[config.mk]
export PLATFORM = sky130hd
export DESIGN_NAME = sequence_checked_record_outbox
export DESIGN_NICKNAME = d
export VERILOG_FILES = /design/src/sv/scro_pkg.sv /design/src/sv/scro_ctrl.sv /design/src/sv/scro_datapath.sv /design/src/sv/sequence_checked_record_outbox.sv
export SDC_FILE = /design/constraint.sdc
export NUM_CORES = 2
export LEC_CHECK = 0
export BUFFER_PORTS_ARGS = -buffer_cell sky130_fd_sc_hd__buf_2
export CAP_MARGIN = 5
export CORE_MARGIN = 2
export CORE_UTILIZATION = 60
export CTS_CLUSTER_SIZE = 16
export DETAILED_ROUTE_END_ITERATION = 7
export PLACE_DENSITY = 0.78
export SETUP_SLACK_MARGIN = 0.3
export SKIP_CTS_REPAIR_TIMING = 1
export SLEW_MARGIN = 20
export SYNTH_ARGS = -nofsm -noshare
export SYNTH_HDL_FRONTEND = slang
export SYNTH_SLANG_ARGS = --single-unit
export TNS_END_PERCENT = 50
[constraint.sdc]
create_clock -name clk -period 66.9 [get_ports clk]
set_input_delay 13.38 -clock clk [delete_from_list [all_inputs] [get_ports clk]]
set_output_delay 13.38 -clock clk [all_outputs]
set_load 0.01 [all_outputs]
[src/sv/scro_pkg.sv]
// Shared types, codes and constants for the sequence-checked record outbox.
package scro_pkg;

  localparam int DEFAULT_QUEUE_DEPTH = 16;
  localparam int DEFAULT_RECORD_BITS = 64;

  localparam int SESSION_BITS  = 64;
  localparam int SEQ_BITS      = 32;
  localparam int PAYLOAD_BITS  = 64;
  localparam int COUNTER_BITS  = 32;
  localparam int NUM_COUNTERS  = 7;
  localparam int SELECT_BITS   = 3;
  localparam int ERROR_BITS    = 3;

  localparam logic [SEQ_BITS-1:0] SEQ_MAX = '1;
  localparam logic [SEQ_BITS-1:0] SEQ_ONE = SEQ_BITS'(1);

  typedef enum logic [1:0] {
    MODE_ENQUEUE = 2'd0,
    MODE_COMMIT  = 2'd1,
    MODE_DISCARD = 2'd2,
    MODE_STATUS  = 2'd3
  } mode_t;

  typedef enum logic [ERROR_BITS-1:0] {
    ERR_NONE      = 3'd0,
    ERR_INVALID   = 3'd1,
    ERR_DUPLICATE = 3'd2,
    ERR_ORDER     = 3'd3,
    ERR_FULL      = 3'd4,
    ERR_MISMATCH  = 3'd5
  } error_t;

  typedef enum logic [SELECT_BITS-1:0] {
    CNT_ACCEPTED  = 3'd0,
    CNT_INVALID   = 3'd1,
    CNT_DUPLICATE = 3'd2,
    CNT_ORDER     = 3'd3,
    CNT_FULL      = 3'd4,
    CNT_COMMITTED = 3'd5,
    CNT_DISCARDED = 3'd6
  } counter_id_t;

  typedef enum logic [1:0] {
    ST_IDLE,
    ST_CHECK,
    ST_FETCH,
    ST_PUBLISH
  } state_t;

  // Controller to datapath
  typedef struct packed {
    logic capture;
    logic execute;
    logic publish;
  } cmd_t;

  // Datapath to controller
  typedef struct packed {
    logic slot_free;
  } status_t;

endpackage

[src/sv/scro_ctrl.sv]
// Controller state machine: sequences capture, check/update, front fetch and publish.
module scro_ctrl (
  input  logic              clk,
  input  logic              rst,
  input  logic              in_valid,
  output logic              in_stall,
  input  scro_pkg::status_t status_i,
  output scro_pkg::cmd_t    cmd_o
);

  scro_pkg::state_t state, state_next;

  always_ff @(posedge clk) begin
    if (rst) begin
      state <= scro_pkg::ST_IDLE;
    end else begin
      state <= state_next;
    end
  end

  always_comb begin
    state_next    = state;
    in_stall      = 1'b1;
    cmd_o         = '0;
    unique case (state)
      scro_pkg::ST_IDLE: begin
        in_stall = 1'b0;
        if (in_valid) begin
          cmd_o.capture = 1'b1;
          state_next    = scro_pkg::ST_CHECK;
        end
      end
      scro_pkg::ST_CHECK: begin
        cmd_o.execute = 1'b1;
        state_next    = scro_pkg::ST_FETCH;
      end
      // wait here while the registered read fetches the front entry at the new head
      scro_pkg::ST_FETCH: begin
        state_next = scro_pkg::ST_PUBLISH;
      end
      scro_pkg::ST_PUBLISH: begin
        if (status_i.slot_free) begin
          cmd_o.publish = 1'b1;
          state_next    = scro_pkg::ST_IDLE;
        end
      end
      default: begin
        state_next = scro_pkg::ST_IDLE;
      end
    endcase
  end

endmodule

[src/sv/scro_datapath.sv]
// Datapath: entry memory, ring pointers, sequence checks, event counters, output register.
module scro_datapath #(
  parameter int QUEUE_DEPTH = scro_pkg::DEFAULT_QUEUE_DEPTH,
  parameter int RECORD_BITS = scro_pkg::DEFAULT_RECORD_BITS,
  localparam int CntW       = $clog2(QUEUE_DEPTH + 1)
) (
  input  logic                               clk,
  input  logic                               rst,
  input  scro_pkg::cmd_t                     cmd_i,
  output scro_pkg::status_t                  status_o,
  input  logic [1:0]                         mode,
  input  logic                               record_ok,
  input  logic [scro_pkg::SESSION_BITS-1:0]  record_session,
  input  logic [scro_pkg::SEQ_BITS-1:0]      sequence_req,
  input  logic [scro_pkg::PAYLOAD_BITS-1:0]  payload,
  input  logic [scro_pkg::SELECT_BITS-1:0]   counter_select,
  output logic                               out_valid,
  input  logic                               out_stall,
  output logic [scro_pkg::ERROR_BITS-1:0]    error_code,
  output logic [CntW-1:0]                    queued_count,
  output logic                               front_valid,
  output logic [scro_pkg::SESSION_BITS-1:0]  front_session,
  output logic [scro_pkg::SEQ_BITS-1:0]      front_sequence,
  output logic [RECORD_BITS-1:0]             front_payload,
  output logic [CntW-1:0]                    discarded_now,
  output logic                               prior_seen,
  output logic [scro_pkg::SESSION_BITS-1:0]  last_session,
  output logic [scro_pkg::SEQ_BITS-1:0]      last_seq,
  output logic [scro_pkg::COUNTER_BITS-1:0]  counter_value
);

  localparam int IdxBits   = (QUEUE_DEPTH > 1) ? $clog2(QUEUE_DEPTH) : 1;
  localparam int EntryBits = scro_pkg::SESSION_BITS + scro_pkg::SEQ_BITS + RECORD_BITS;
  localparam logic [IdxBits-1:0] LastIdx = IdxBits'(QUEUE_DEPTH - 1);
  localparam logic [CntW-1:0]    FullCnt = CntW'(QUEUE_DEPTH);
  localparam int CW = scro_pkg::COUNTER_BITS;
  localparam logic [scro_pkg::SELECT_BITS-1:0] SELECT_LIMIT =
    scro_pkg::SELECT_BITS'(scro_pkg::NUM_COUNTERS);

  // captured transaction
  scro_pkg::mode_t                      mode_q;
  logic                                 ok_q;
  logic [scro_pkg::SESSION_BITS-1:0]    sess_q;
  logic [scro_pkg::SEQ_BITS-1:0]        seq_q;
  logic [RECORD_BITS-1:0]               data_q;
  logic [scro_pkg::SELECT_BITS-1:0]     sel_q;

  // queue state
  logic [EntryBits-1:0] mem [QUEUE_DEPTH];
  logic [EntryBits-1:0] rd_q;
  logic [IdxBits-1:0]   head, tail;
  logic [CntW-1:0]      count;
  logic                 prior_flag;
  logic [scro_pkg::SESSION_BITS-1:0] last_session_reg;
  logic [scro_pkg::SEQ_BITS-1:0]     last_sequence_reg;
  logic [CW-1:0]        counters [scro_pkg::NUM_COUNTERS];

  // results of the current transaction
  scro_pkg::error_t     err_q;
  logic [CntW-1:0]      dropped_q;

  // check logic
  logic [scro_pkg::SESSION_BITS-1:0] rd_session;
  logic [scro_pkg::SEQ_BITS-1:0]     rd_sequence;
  logic [RECORD_BITS-1:0]            rd_payload;
  logic                              same_session, dup, ordered, full, commit_ok;
  scro_pkg::error_t                  err;
  logic                              push, pop, drop;
  logic [scro_pkg::NUM_COUNTERS-1:0] bump_en;
  logic [CW-1:0]                     bump_amt;

  assign {rd_session, rd_sequence, rd_payload} = rd_q;

  assign status_o.slot_free = !out_valid || !out_stall;

  always_ff @(posedge clk) begin
    if (cmd_i.capture) begin
      mode_q <= scro_pkg::mode_t'(mode);
      ok_q   <= record_ok;
      sess_q <= record_session;
      seq_q  <= sequence_req;
      data_q <= payload[RECORD_BITS-1:0];
      sel_q  <= counter_select;
    end
  end

  assign same_session = sess_q == last_session_reg;
  assign dup          = prior_flag && same_session && (seq_q == last_sequence_reg);
  assign full         = count == FullCnt;
  assign commit_ok    = (count != '0) && (sess_q != '0) && (seq_q != '0) &&
                        (rd_session == sess_q) && (rd_sequence == seq_q);

  always_comb begin
    if (!prior_flag) begin
      ordered = seq_q == scro_pkg::SEQ_ONE;
    end else if (same_session) begin
      ordered = (last_sequence_reg != scro_pkg::SEQ_MAX) &&
                (seq_q == last_sequence_reg + scro_pkg::SEQ_ONE);
    end else begin
      ordered = (sess_q > last_session_reg) && (seq_q == scro_pkg::SEQ_ONE);
    end
  end

  always_comb begin
    err      = scro_pkg::ERR_NONE;
    push     = 1'b0;
    pop      = 1'b0;
    drop     = 1'b0;
    bump_en  = '0;
    unique case (mode_q)
      scro_pkg::MODE_ENQUEUE: begin
        if (!ok_q) begin
          err = scro_pkg::ERR_INVALID;
          bump_en[scro_pkg::CNT_INVALID] = 1'b1;
        end else if (dup) begin
          err = scro_pkg::ERR_DUPLICATE;
          bump_en[scro_pkg::CNT_DUPLICATE] = 1'b1;
        end else if (!ordered) begin
          err = scro_pkg::ERR_ORDER;
          bump_en[scro_pkg::CNT_ORDER] = 1'b1;
        end else if (full) begin
          err = scro_pkg::ERR_FULL;
          bump_en[scro_pkg::CNT_FULL] = 1'b1;
        end else begin
          push = 1'b1;
          bump_en[scro_pkg::CNT_ACCEPTED] = 1'b1;
        end
      end
      scro_pkg::MODE_COMMIT: begin
        if (commit_ok) begin
          pop = 1'b1;
          bump_en[scro_pkg::CNT_COMMITTED] = 1'b1;
        end else begin
          err = scro_pkg::ERR_MISMATCH;
        end
      end
      scro_pkg::MODE_DISCARD: begin
        drop = 1'b1;
        bump_en[scro_pkg::CNT_DISCARDED] = 1'b1;
      end
      scro_pkg::MODE_STATUS: begin
      end
      default: begin
      end
    endcase
    bump_amt = drop ? CW'(count) : CW'(1);
  end

  // entry memory: one write port at tail, registered read at head
  always_ff @(posedge clk) begin
    if (cmd_i.execute && push) begin
      mem[tail] <= {sess_q, seq_q, data_q};
    end
    rd_q <= mem[head];
  end

  always_ff @(posedge clk) begin
    if (rst) begin
      head              <= '0;
      tail              <= '0;
      count             <= '0;
      prior_flag        <= 1'b0;
      last_session_reg  <= '0;
      last_sequence_reg <= '0;
    end else if (cmd_i.execute) begin
      if (push) begin
        tail              <= (tail == LastIdx) ? '0 : tail + 1'b1;
        count             <= count + 1'b1;
        prior_flag        <= 1'b1;
        last_session_reg  <= sess_q;
        last_sequence_reg <= seq_q;
      end
      if (pop) begin
        head  <= (head == LastIdx) ? '0 : head + 1'b1;
        count <= count - 1'b1;
      end
      if (drop) begin
        head  <= tail;
        count <= '0;
      end
    end
  end

  // saturating event counters, one adder each
  for (genvar i = 0; i < scro_pkg::NUM_COUNTERS; i++) begin : g_cnt
    logic [CW:0] sum;
    assign sum = {1'b0, counters[i]} + {1'b0, bump_amt};
    always_ff @(posedge clk) begin
      if (rst) begin
        counters[i] <= '0;
      end else if (cmd_i.execute && bump_en[i]) begin
        counters[i] <= sum[CW] ? '1 : sum[CW-1:0];
      end
    end
  end

  always_ff @(posedge clk) begin
    if (cmd_i.execute) begin
      err_q     <= err;
      dropped_q <= drop ? count : '0;
    end
  end

  // output register
  always_ff @(posedge clk) begin
    if (rst) begin
      out_valid <= 1'b0;
    end else if (cmd_i.publish) begin
      out_valid <= 1'b1;
    end else if (!out_stall) begin
      out_valid <= 1'b0;
    end
  end

  always_ff @(posedge clk) begin
    if (cmd_i.publish) begin
      error_code     <= err_q;
      queued_count   <= count;
      front_valid    <= count != '0;
      front_session  <= (count != '0) ? rd_session  : '0;
      front_sequence <= (count != '0) ? rd_sequence : '0;
      front_payload  <= (count != '0) ? rd_payload  : '0;
      discarded_now  <= dropped_q;
      prior_seen     <= prior_flag;
      last_session   <= last_session_reg;
      last_seq       <= last_sequence_reg;
      counter_value  <= (sel_q < SELECT_LIMIT) ? counters[sel_q] : '0;
    end
  end

  a_empty_ring: assert property (@(posedge clk) disable iff (rst)
    (count == '0) |-> (head == tail))
    else $error("empty queue with head and tail apart");

  a_publish_free: assert property (@(posedge clk) disable iff (rst)
    cmd_i.publish |-> (!out_valid || !out_stall))
    else $error("result published over a pending transaction");

  a_reject_holds_tail: assert property (@(posedge clk) disable iff (rst)
    (cmd_i.execute && err != scro_pkg::ERR_NONE) |=> $stable(tail) && $stable(count))
    else $error("rejected transaction changed the queue");

  a_prior_sticky: assert property (@(posedge clk) disable iff (rst)
    prior_flag |=> prior_flag)
    else $error("prior flag dropped");

endmodule

[src/sv/sequence_checked_record_outbox.sv]
// Top level of the sequence-checked record outbox.
// A ring queue of QUEUE_DEPTH records (session, sequence, RECORD_BITS payload) that
// checks each enqueue for decode status, duplication, sequence order and fullness,
// pops the front on a matching commit, and can drop all entries at once; seven
// saturating 32-bit event counters are read back through counter_select. Each
// transaction passes the idle (capture), check, fetch and publish states, the result
// register loading in the publish state, and the next transaction is accepted only
// back in idle, so transactions never overlap: the entry memory's registered read port
// fetches the front for the commit check and then the new front after the pointer
// update. The next input is taken while a result still waits in the output register;
// a result that cannot load because the previous one is still stalled holds the
// block until the output register frees. No clearing pass follows reset; the entry
// memory is only ever read below the fill count.
module sequence_checked_record_outbox #(
  parameter int QUEUE_DEPTH = scro_pkg::DEFAULT_QUEUE_DEPTH,
  parameter int RECORD_BITS = scro_pkg::DEFAULT_RECORD_BITS,
  localparam int CntW       = $clog2(QUEUE_DEPTH + 1)
) (
  input  logic                               clk,
  input  logic                               rst,
  input  logic                               in_valid,
  output logic                               in_stall,
  input  logic [1:0]                         mode,
  input  logic                               record_ok,
  input  logic [scro_pkg::SESSION_BITS-1:0]  record_session,
  input  logic [scro_pkg::SEQ_BITS-1:0]      sequence_req,
  input  logic [scro_pkg::PAYLOAD_BITS-1:0]  payload,
  input  logic [scro_pkg::SELECT_BITS-1:0]   counter_select,
  output logic                               out_valid,
  input  logic                               out_stall,
  output logic [scro_pkg::ERROR_BITS-1:0]    error_code,
  output logic [CntW-1:0]                    queued_count,
  output logic                               front_valid,
  output logic [scro_pkg::SESSION_BITS-1:0]  front_session,
  output logic [scro_pkg::SEQ_BITS-1:0]      front_sequence,
  output logic [RECORD_BITS-1:0]             front_payload,
  output logic [CntW-1:0]                    discarded_now,
  output logic                               prior_seen,
  output logic [scro_pkg::SESSION_BITS-1:0]  last_session,
  output logic [scro_pkg::SEQ_BITS-1:0]      last_seq,
  output logic [scro_pkg::COUNTER_BITS-1:0]  counter_value
);

  scro_pkg::cmd_t    cmd;
  scro_pkg::status_t status;

  scro_ctrl u_ctrl (
    .clk      (clk),
    .rst      (rst),
    .in_valid (in_valid),
    .in_stall (in_stall),
    .status_i (status),
    .cmd_o    (cmd)
  );

  scro_datapath #(
    .QUEUE_DEPTH (QUEUE_DEPTH),
    .RECORD_BITS (RECORD_BITS)
  ) u_datapath (
    .clk            (clk),
    .rst            (rst),
    .cmd_i          (cmd),
    .status_o       (status),
    .mode           (mode),
    .record_ok      (record_ok),
    .record_session (record_session),
    .sequence_req   (sequence_req),
    .payload        (payload),
    .counter_select (counter_select),
    .out_valid      (out_valid),
    .out_stall      (out_stall),
    .error_code     (error_code),
    .queued_count   (queued_count),
    .front_valid    (front_valid),
    .front_session  (front_session),
    .front_sequence (front_sequence),
    .front_payload  (front_payload),
    .discarded_now  (discarded_now),
    .prior_seen     (prior_seen),
    .last_session   (last_session),
    .last_seq       (last_seq),
    .counter_value  (counter_value)
  );

endmodule

==> summary.md <==
| Metric | Value |
|---|---|
| Slowest stage delay, CP | between 900 and 1000 ps |
| Number of primary I/O pins | 475 |
| Layout Cell Area excl Fill | about 160000 sq um |
| Deepest level of the CTS H-tree | 5 |
| Worst path depth | 6 |
| Kind of critical path | in2reg |
| Cell-internal power | 3.90 mW |
| Sequential cell fraction of total power | a little over half |
| Number of buffer and inverter stages on the critical path | 5 |
| Cell with the largest stage delay on the worst path | sky130_fd_sc_hd__buf_4 |
| R2R Path End | u_datapath.mem[13][11] |
| Final global-route overflow total | 0 |
| Finish-stage setup viols | 0 |
| Maximum resistive drop on vdd | approximately 0.035 mV |
| Maximum capacitance violations | 0 |
| Vert. Die Dim | 484 um |
| Detailed Route WL | approximately 360000 um |
| Final Cycle Share | 24.4% |
| Instance area after placement | roughly 140000 sq um |
| Time the worst path needs with I/O delays and setup | between 15000 and 20000 ps |
| Setup total negative slack | 0 ps |
| Post-placement cell count | about 10000 |
| Final Skew | approximately 80 ps |
| Core outline area | about 230000 sq um |
| Part of the total power dissipated in the clock network | between 30% and 40% |
| Wire length of the first global-routing pass | between 500000 and 600000 um |
| Summed instance area of the synthesized netlist | approximately 140000 sq um |
| Switching power of the nets | about 1.2 mW |
| Cell depth of the worst flop-to-flop path | 13 |
| Clock tree from TritonCTS | done |
| Layout filler cell count | around 14000 |
| Top cell by count, worst path | sky130_fd_sc_hd__buf_4 |
| All-layer global routing usage | approximately 30% |
| Latest clock arrival within the worst-skew pair | between 900 and 1000 ps |
| Row cnt | ~180 |
| Worst-margin pin slew | between 1000 and 1500 ps |
| Synthesized area per cell | ~20 sq um |
| Length of the first detailed-routing pass in iterations | 6 |
| Family of cells with the greatest summed delay on the critical path | buffers and inverters |
| Post-detailed-route count of antenna-violating nets | 0 |
| Timing endpoint of the critical path | u_datapath.front_payload[14] |
| Net count reported at finish | just under 8000 |
| Cell at the root of the clock tree | sky130_fd_sc_hd__clkbuf_16 |
| Primary flip-flop cell chosen by synthesis mapping | sky130_fd_sc_hd__edfxtp_1 |
| Number of enable-type register cells in the synthesized netlist | between 3000 and 4000 |
| Total power consumption of the routed design | between 5 and 6 mW |
| Worst hold stages | 0 |
| Proportion of layout cells with a drive suffix above 1 | a little over a quarter |
| Clock slew seen by the registers of the worst setup and hold paths | about 60 ps |
| Starting utilization of the core area | between 60% and 70% |
| Estimated wirelength of the detail-placed design | 195000 um |
| Number of DRC markers after the initial detailed-route iteration | 9917 |
| Post-synth cell types | 75 |
| Kind of end point of the critical path | flip-flop |
| Maximum root-to-sink buffer count | 4 |
| Chip width | between 400 and 500 um |
| Critical path required time | about 67000 ps |
| Number of register bits inferred by synthesis | 3534 |
| Number of standard cells in the layout, taps in and fillers out | 10962 |
| Share of power burned in combinational logic | a little under a tenth |
| Number of buffers inserted during clock tree synthesis | 359 |
| Number of antenna violations at the first check in global routing | 30 |
| Die area | ~230000 sq um |
| Total number of yosys warnings | 0 |
| Max FFs per register | between 2000 and 3000 |
| Sw Share | roughly a quarter |
| Max-slew violation count | 0 |
| Cell area power density | between 30 and 40 nW/um^2 |
| Share of the core filled with cells | 67.9% |
| Unrepaired setup endpoints after global routing | false |
| Number of remaining DRC errors | 0 |
| Vias in the first global route | just over 70000 |
| Largest registers in the final layout | u_datapath.mem x2560, u_datapath.counters x224, u_datapath.rd_q x160 |
| Maximum number of pins on one net before global-route repair | 151 |
| Largest driver fanout on the critical path | 72 |
| Worst-case headroom to the max-slew limit | around 15% |
| Routed via count divided by cell count | around 6.6 |
| Register with the highest flop count | u_datapath.mem |
| Asr flop ratio synth | 0% |
| Final weighted congestion in routability-driven placement | ~0.93 |
| Post-synthesis sequential area ratio | between 70% and 80% |
| Critical path startpoint category | input pin |
| DR vias | 72720 |
| Net count after synthesis | a little over 7000 |
| IO Port Bufs | approximately 470 |
| Gate Count Post-Synth | ~7000 |
| Startpoint of the most critical setup path | out_stall |
| Cell leakage power | between 40 and 50 nW |
| Critical-path cell list | buf_2, a21boi_4, buf_4, buf_4, buf_4, buf_4 |
| Min-delay worst type | reg2reg |
| Total count of hold-check failures in the final report | 0 |
| Minimum setup slack among reg-to-reg paths | a little under 60000 ps |
| Fmax | 61.4 MHz |
| Clock sink count | about 3500 |
| WL per Instance | about 32 um |
| Status | finished clean |
| Reg-to-Reg Start | u_datapath.sess_q[27] |
| Data arrival, critical path | around 17000 ps |
| Area added between synthesis and finish | 12.8% |
==> stage by stage <==
stage          setup slack (ps)  hold slack [ps]
4_1_cts                   50650              423
2_1_floorplan             30310              400
3_3_place_gp              49730              403
5_1_grt                   50360              429
6_report                  50600              424
3_5_place_dp              49650              405
==> cells in the mapped netlist (28+ instances only) <==
master                     instances  area (sq um)
sky130_fd_sc_hd__dfxtp_1         273          5470
sky130_fd_sc_hd__nand4_1          80           500
sky130_fd_sc_hd__and2_1          179          1120
sky130_fd_sc_hd__a211oi_1         33           248
sky130_fd_sc_hd__mux4_2          832         18700
sky130_fd_sc_hd__edfxtp_1       3261         97900
sky130_fd_sc_hd__buf_1            49           184
sky130_fd_sc_hd__nand2_1         359          1350
sky130_fd_sc_hd__and3_1           61           382
sky130_fd_sc_hd__clkbuf_1        250           938
sky130_fd_sc_hd__nand3_1         100           500
sky130_fd_sc_hd__nor3_1           41           205
sky130_fd_sc_hd__nor2_1          111           417
sky130_fd_sc_hd__mux2_2           28           315
sky130_fd_sc_hd__inv_1           131           492
sky130_fd_sc_hd__nor4_1           57           357
sky130_fd_sc_hd__xnor2_1         151          1320
sky130_fd_sc_hd__ha_1            113          1410
sky130_fd_sc_hd__xor2_1          164          1440
sky130_fd_sc_hd__a21oi_1         306          1530
sky130_fd_sc_hd__o21ai_0          69           345
sky130_fd_sc_hd__mux2i_1          50           500
==> cells in the final DEF (no fill, tap or decap), types with 49 or more instances in the layout <==
cell                        netlist  layout
sky130_fd_sc_hd__mux4_2         832     832
sky130_fd_sc_hd__clkinv_2         0      62
sky130_fd_sc_hd__and2_1         179     178
sky130_fd_sc_hd__ha_1           113     113
sky130_fd_sc_hd__dfxtp_1        273     269
sky130_fd_sc_hd__mux2i_1         50      50
sky130_fd_sc_hd__nand4_1         80      80
sky130_fd_sc_hd__o21ai_0         69      69
sky130_fd_sc_hd__a21oi_1        306     306
sky130_fd_sc_hd__nor2_1         111     111
sky130_fd_sc_hd__xnor2_1        151     151
sky130_fd_sc_hd__and3_1          61      49
sky130_fd_sc_hd__nand3_1        100      97
sky130_fd_sc_hd__buf_4            9     136
sky130_fd_sc_hd__nor4_1          57      55
sky130_fd_sc_hd__edfxtp_1      3261    3261
sky130_fd_sc_hd__xor2_1         164     164
sky130_fd_sc_hd__inv_1          131     130
sky130_fd_sc_hd__buf_2           14     473
sky130_fd_sc_hd__nand2_1        359     356
sky130_fd_sc_hd__clkbuf_16        0     363
sky130_fd_sc_hd__clkbuf_1       250      90
==> cell families after synthesis <==
family / count (synthesis) / share of synthesized area [%]
AO/OA/AOI/OAI: 535 / 2.29
XOR/XNOR: 315 / 2.00
adder cells (fa/ha/maj): 121 / 1.14
buffers and inverters: 458 / 1.31
flip-flops: 3534 / 74.9
multiplexers: 910 / 14.2
AND/OR/NAND/NOR: 1114 / 4.20
==> routing by layer <==
layer | share of wire, % | wire length, um | global-route usage, %
met1 | 36 | 130000 | 42.0
met2 | 49 | 173000 | 48.2
met3 | 10 | 36400 | 5.60
met4 | 4.8 | 16900 | 13.0
met5 | 0.025 | 88 | 0
==> area by class of cell <==
type | count | area, sq um | share of cell area [%]
sequential | 3534 | 103000 | 66.4
clock buffer | 476 | 9740 | 6.25
antenna | 12 | 30.0 | 0.0193
multi-input combinational | 2995 | 33000 | 21.2
inverter | 131 | 497 | 0.319
tap | 3026 | 3790 | 2.43
clock inverter | 162 | 1550 | 0.994
timing repair buffer | 626 | 3710 | 2.38
==> worst min-delay path by stage <==
stage,start,to,slack [ps]
after detailed placement,u_datapath.dropped_q[4],u_datapath.discarded_now[4],400
after CTS,u_datapath.dropped_q[4],u_datapath.discarded_now[4],420
after global placement,u_datapath.dropped_q[0],u_datapath.discarded_now[0],400
after floorplan,u_datapath.dropped_q[0],u_datapath.discarded_now[0],400
after global routing,u_datapath.dropped_q[1],u_datapath.discarded_now[1],430
final,u_datapath.dropped_q[4],u_datapath.discarded_now[4],420
==> power groups by stage <==
stage	registers, mW	logic (mW)	clock network (mW)
final	2.68	0.493	1.95
after global routing	2.69	0.519	2.04
after CTS	2.68	0.494	1.97
after detailed placement	2.73	0.487	0
after global placement	2.72	0.476	0
after floorplan	2.74	0.281	0
==> worst register-to-register path: cells and delay by family, from the launching register on <==
family          cells  cell delay, ps
flops               1             760
fa+ha+maj           1             510
buf+inv             3            2210
simple gates        7            3570
compound gates      2            1520
Power figures use the tool's default switching activity.
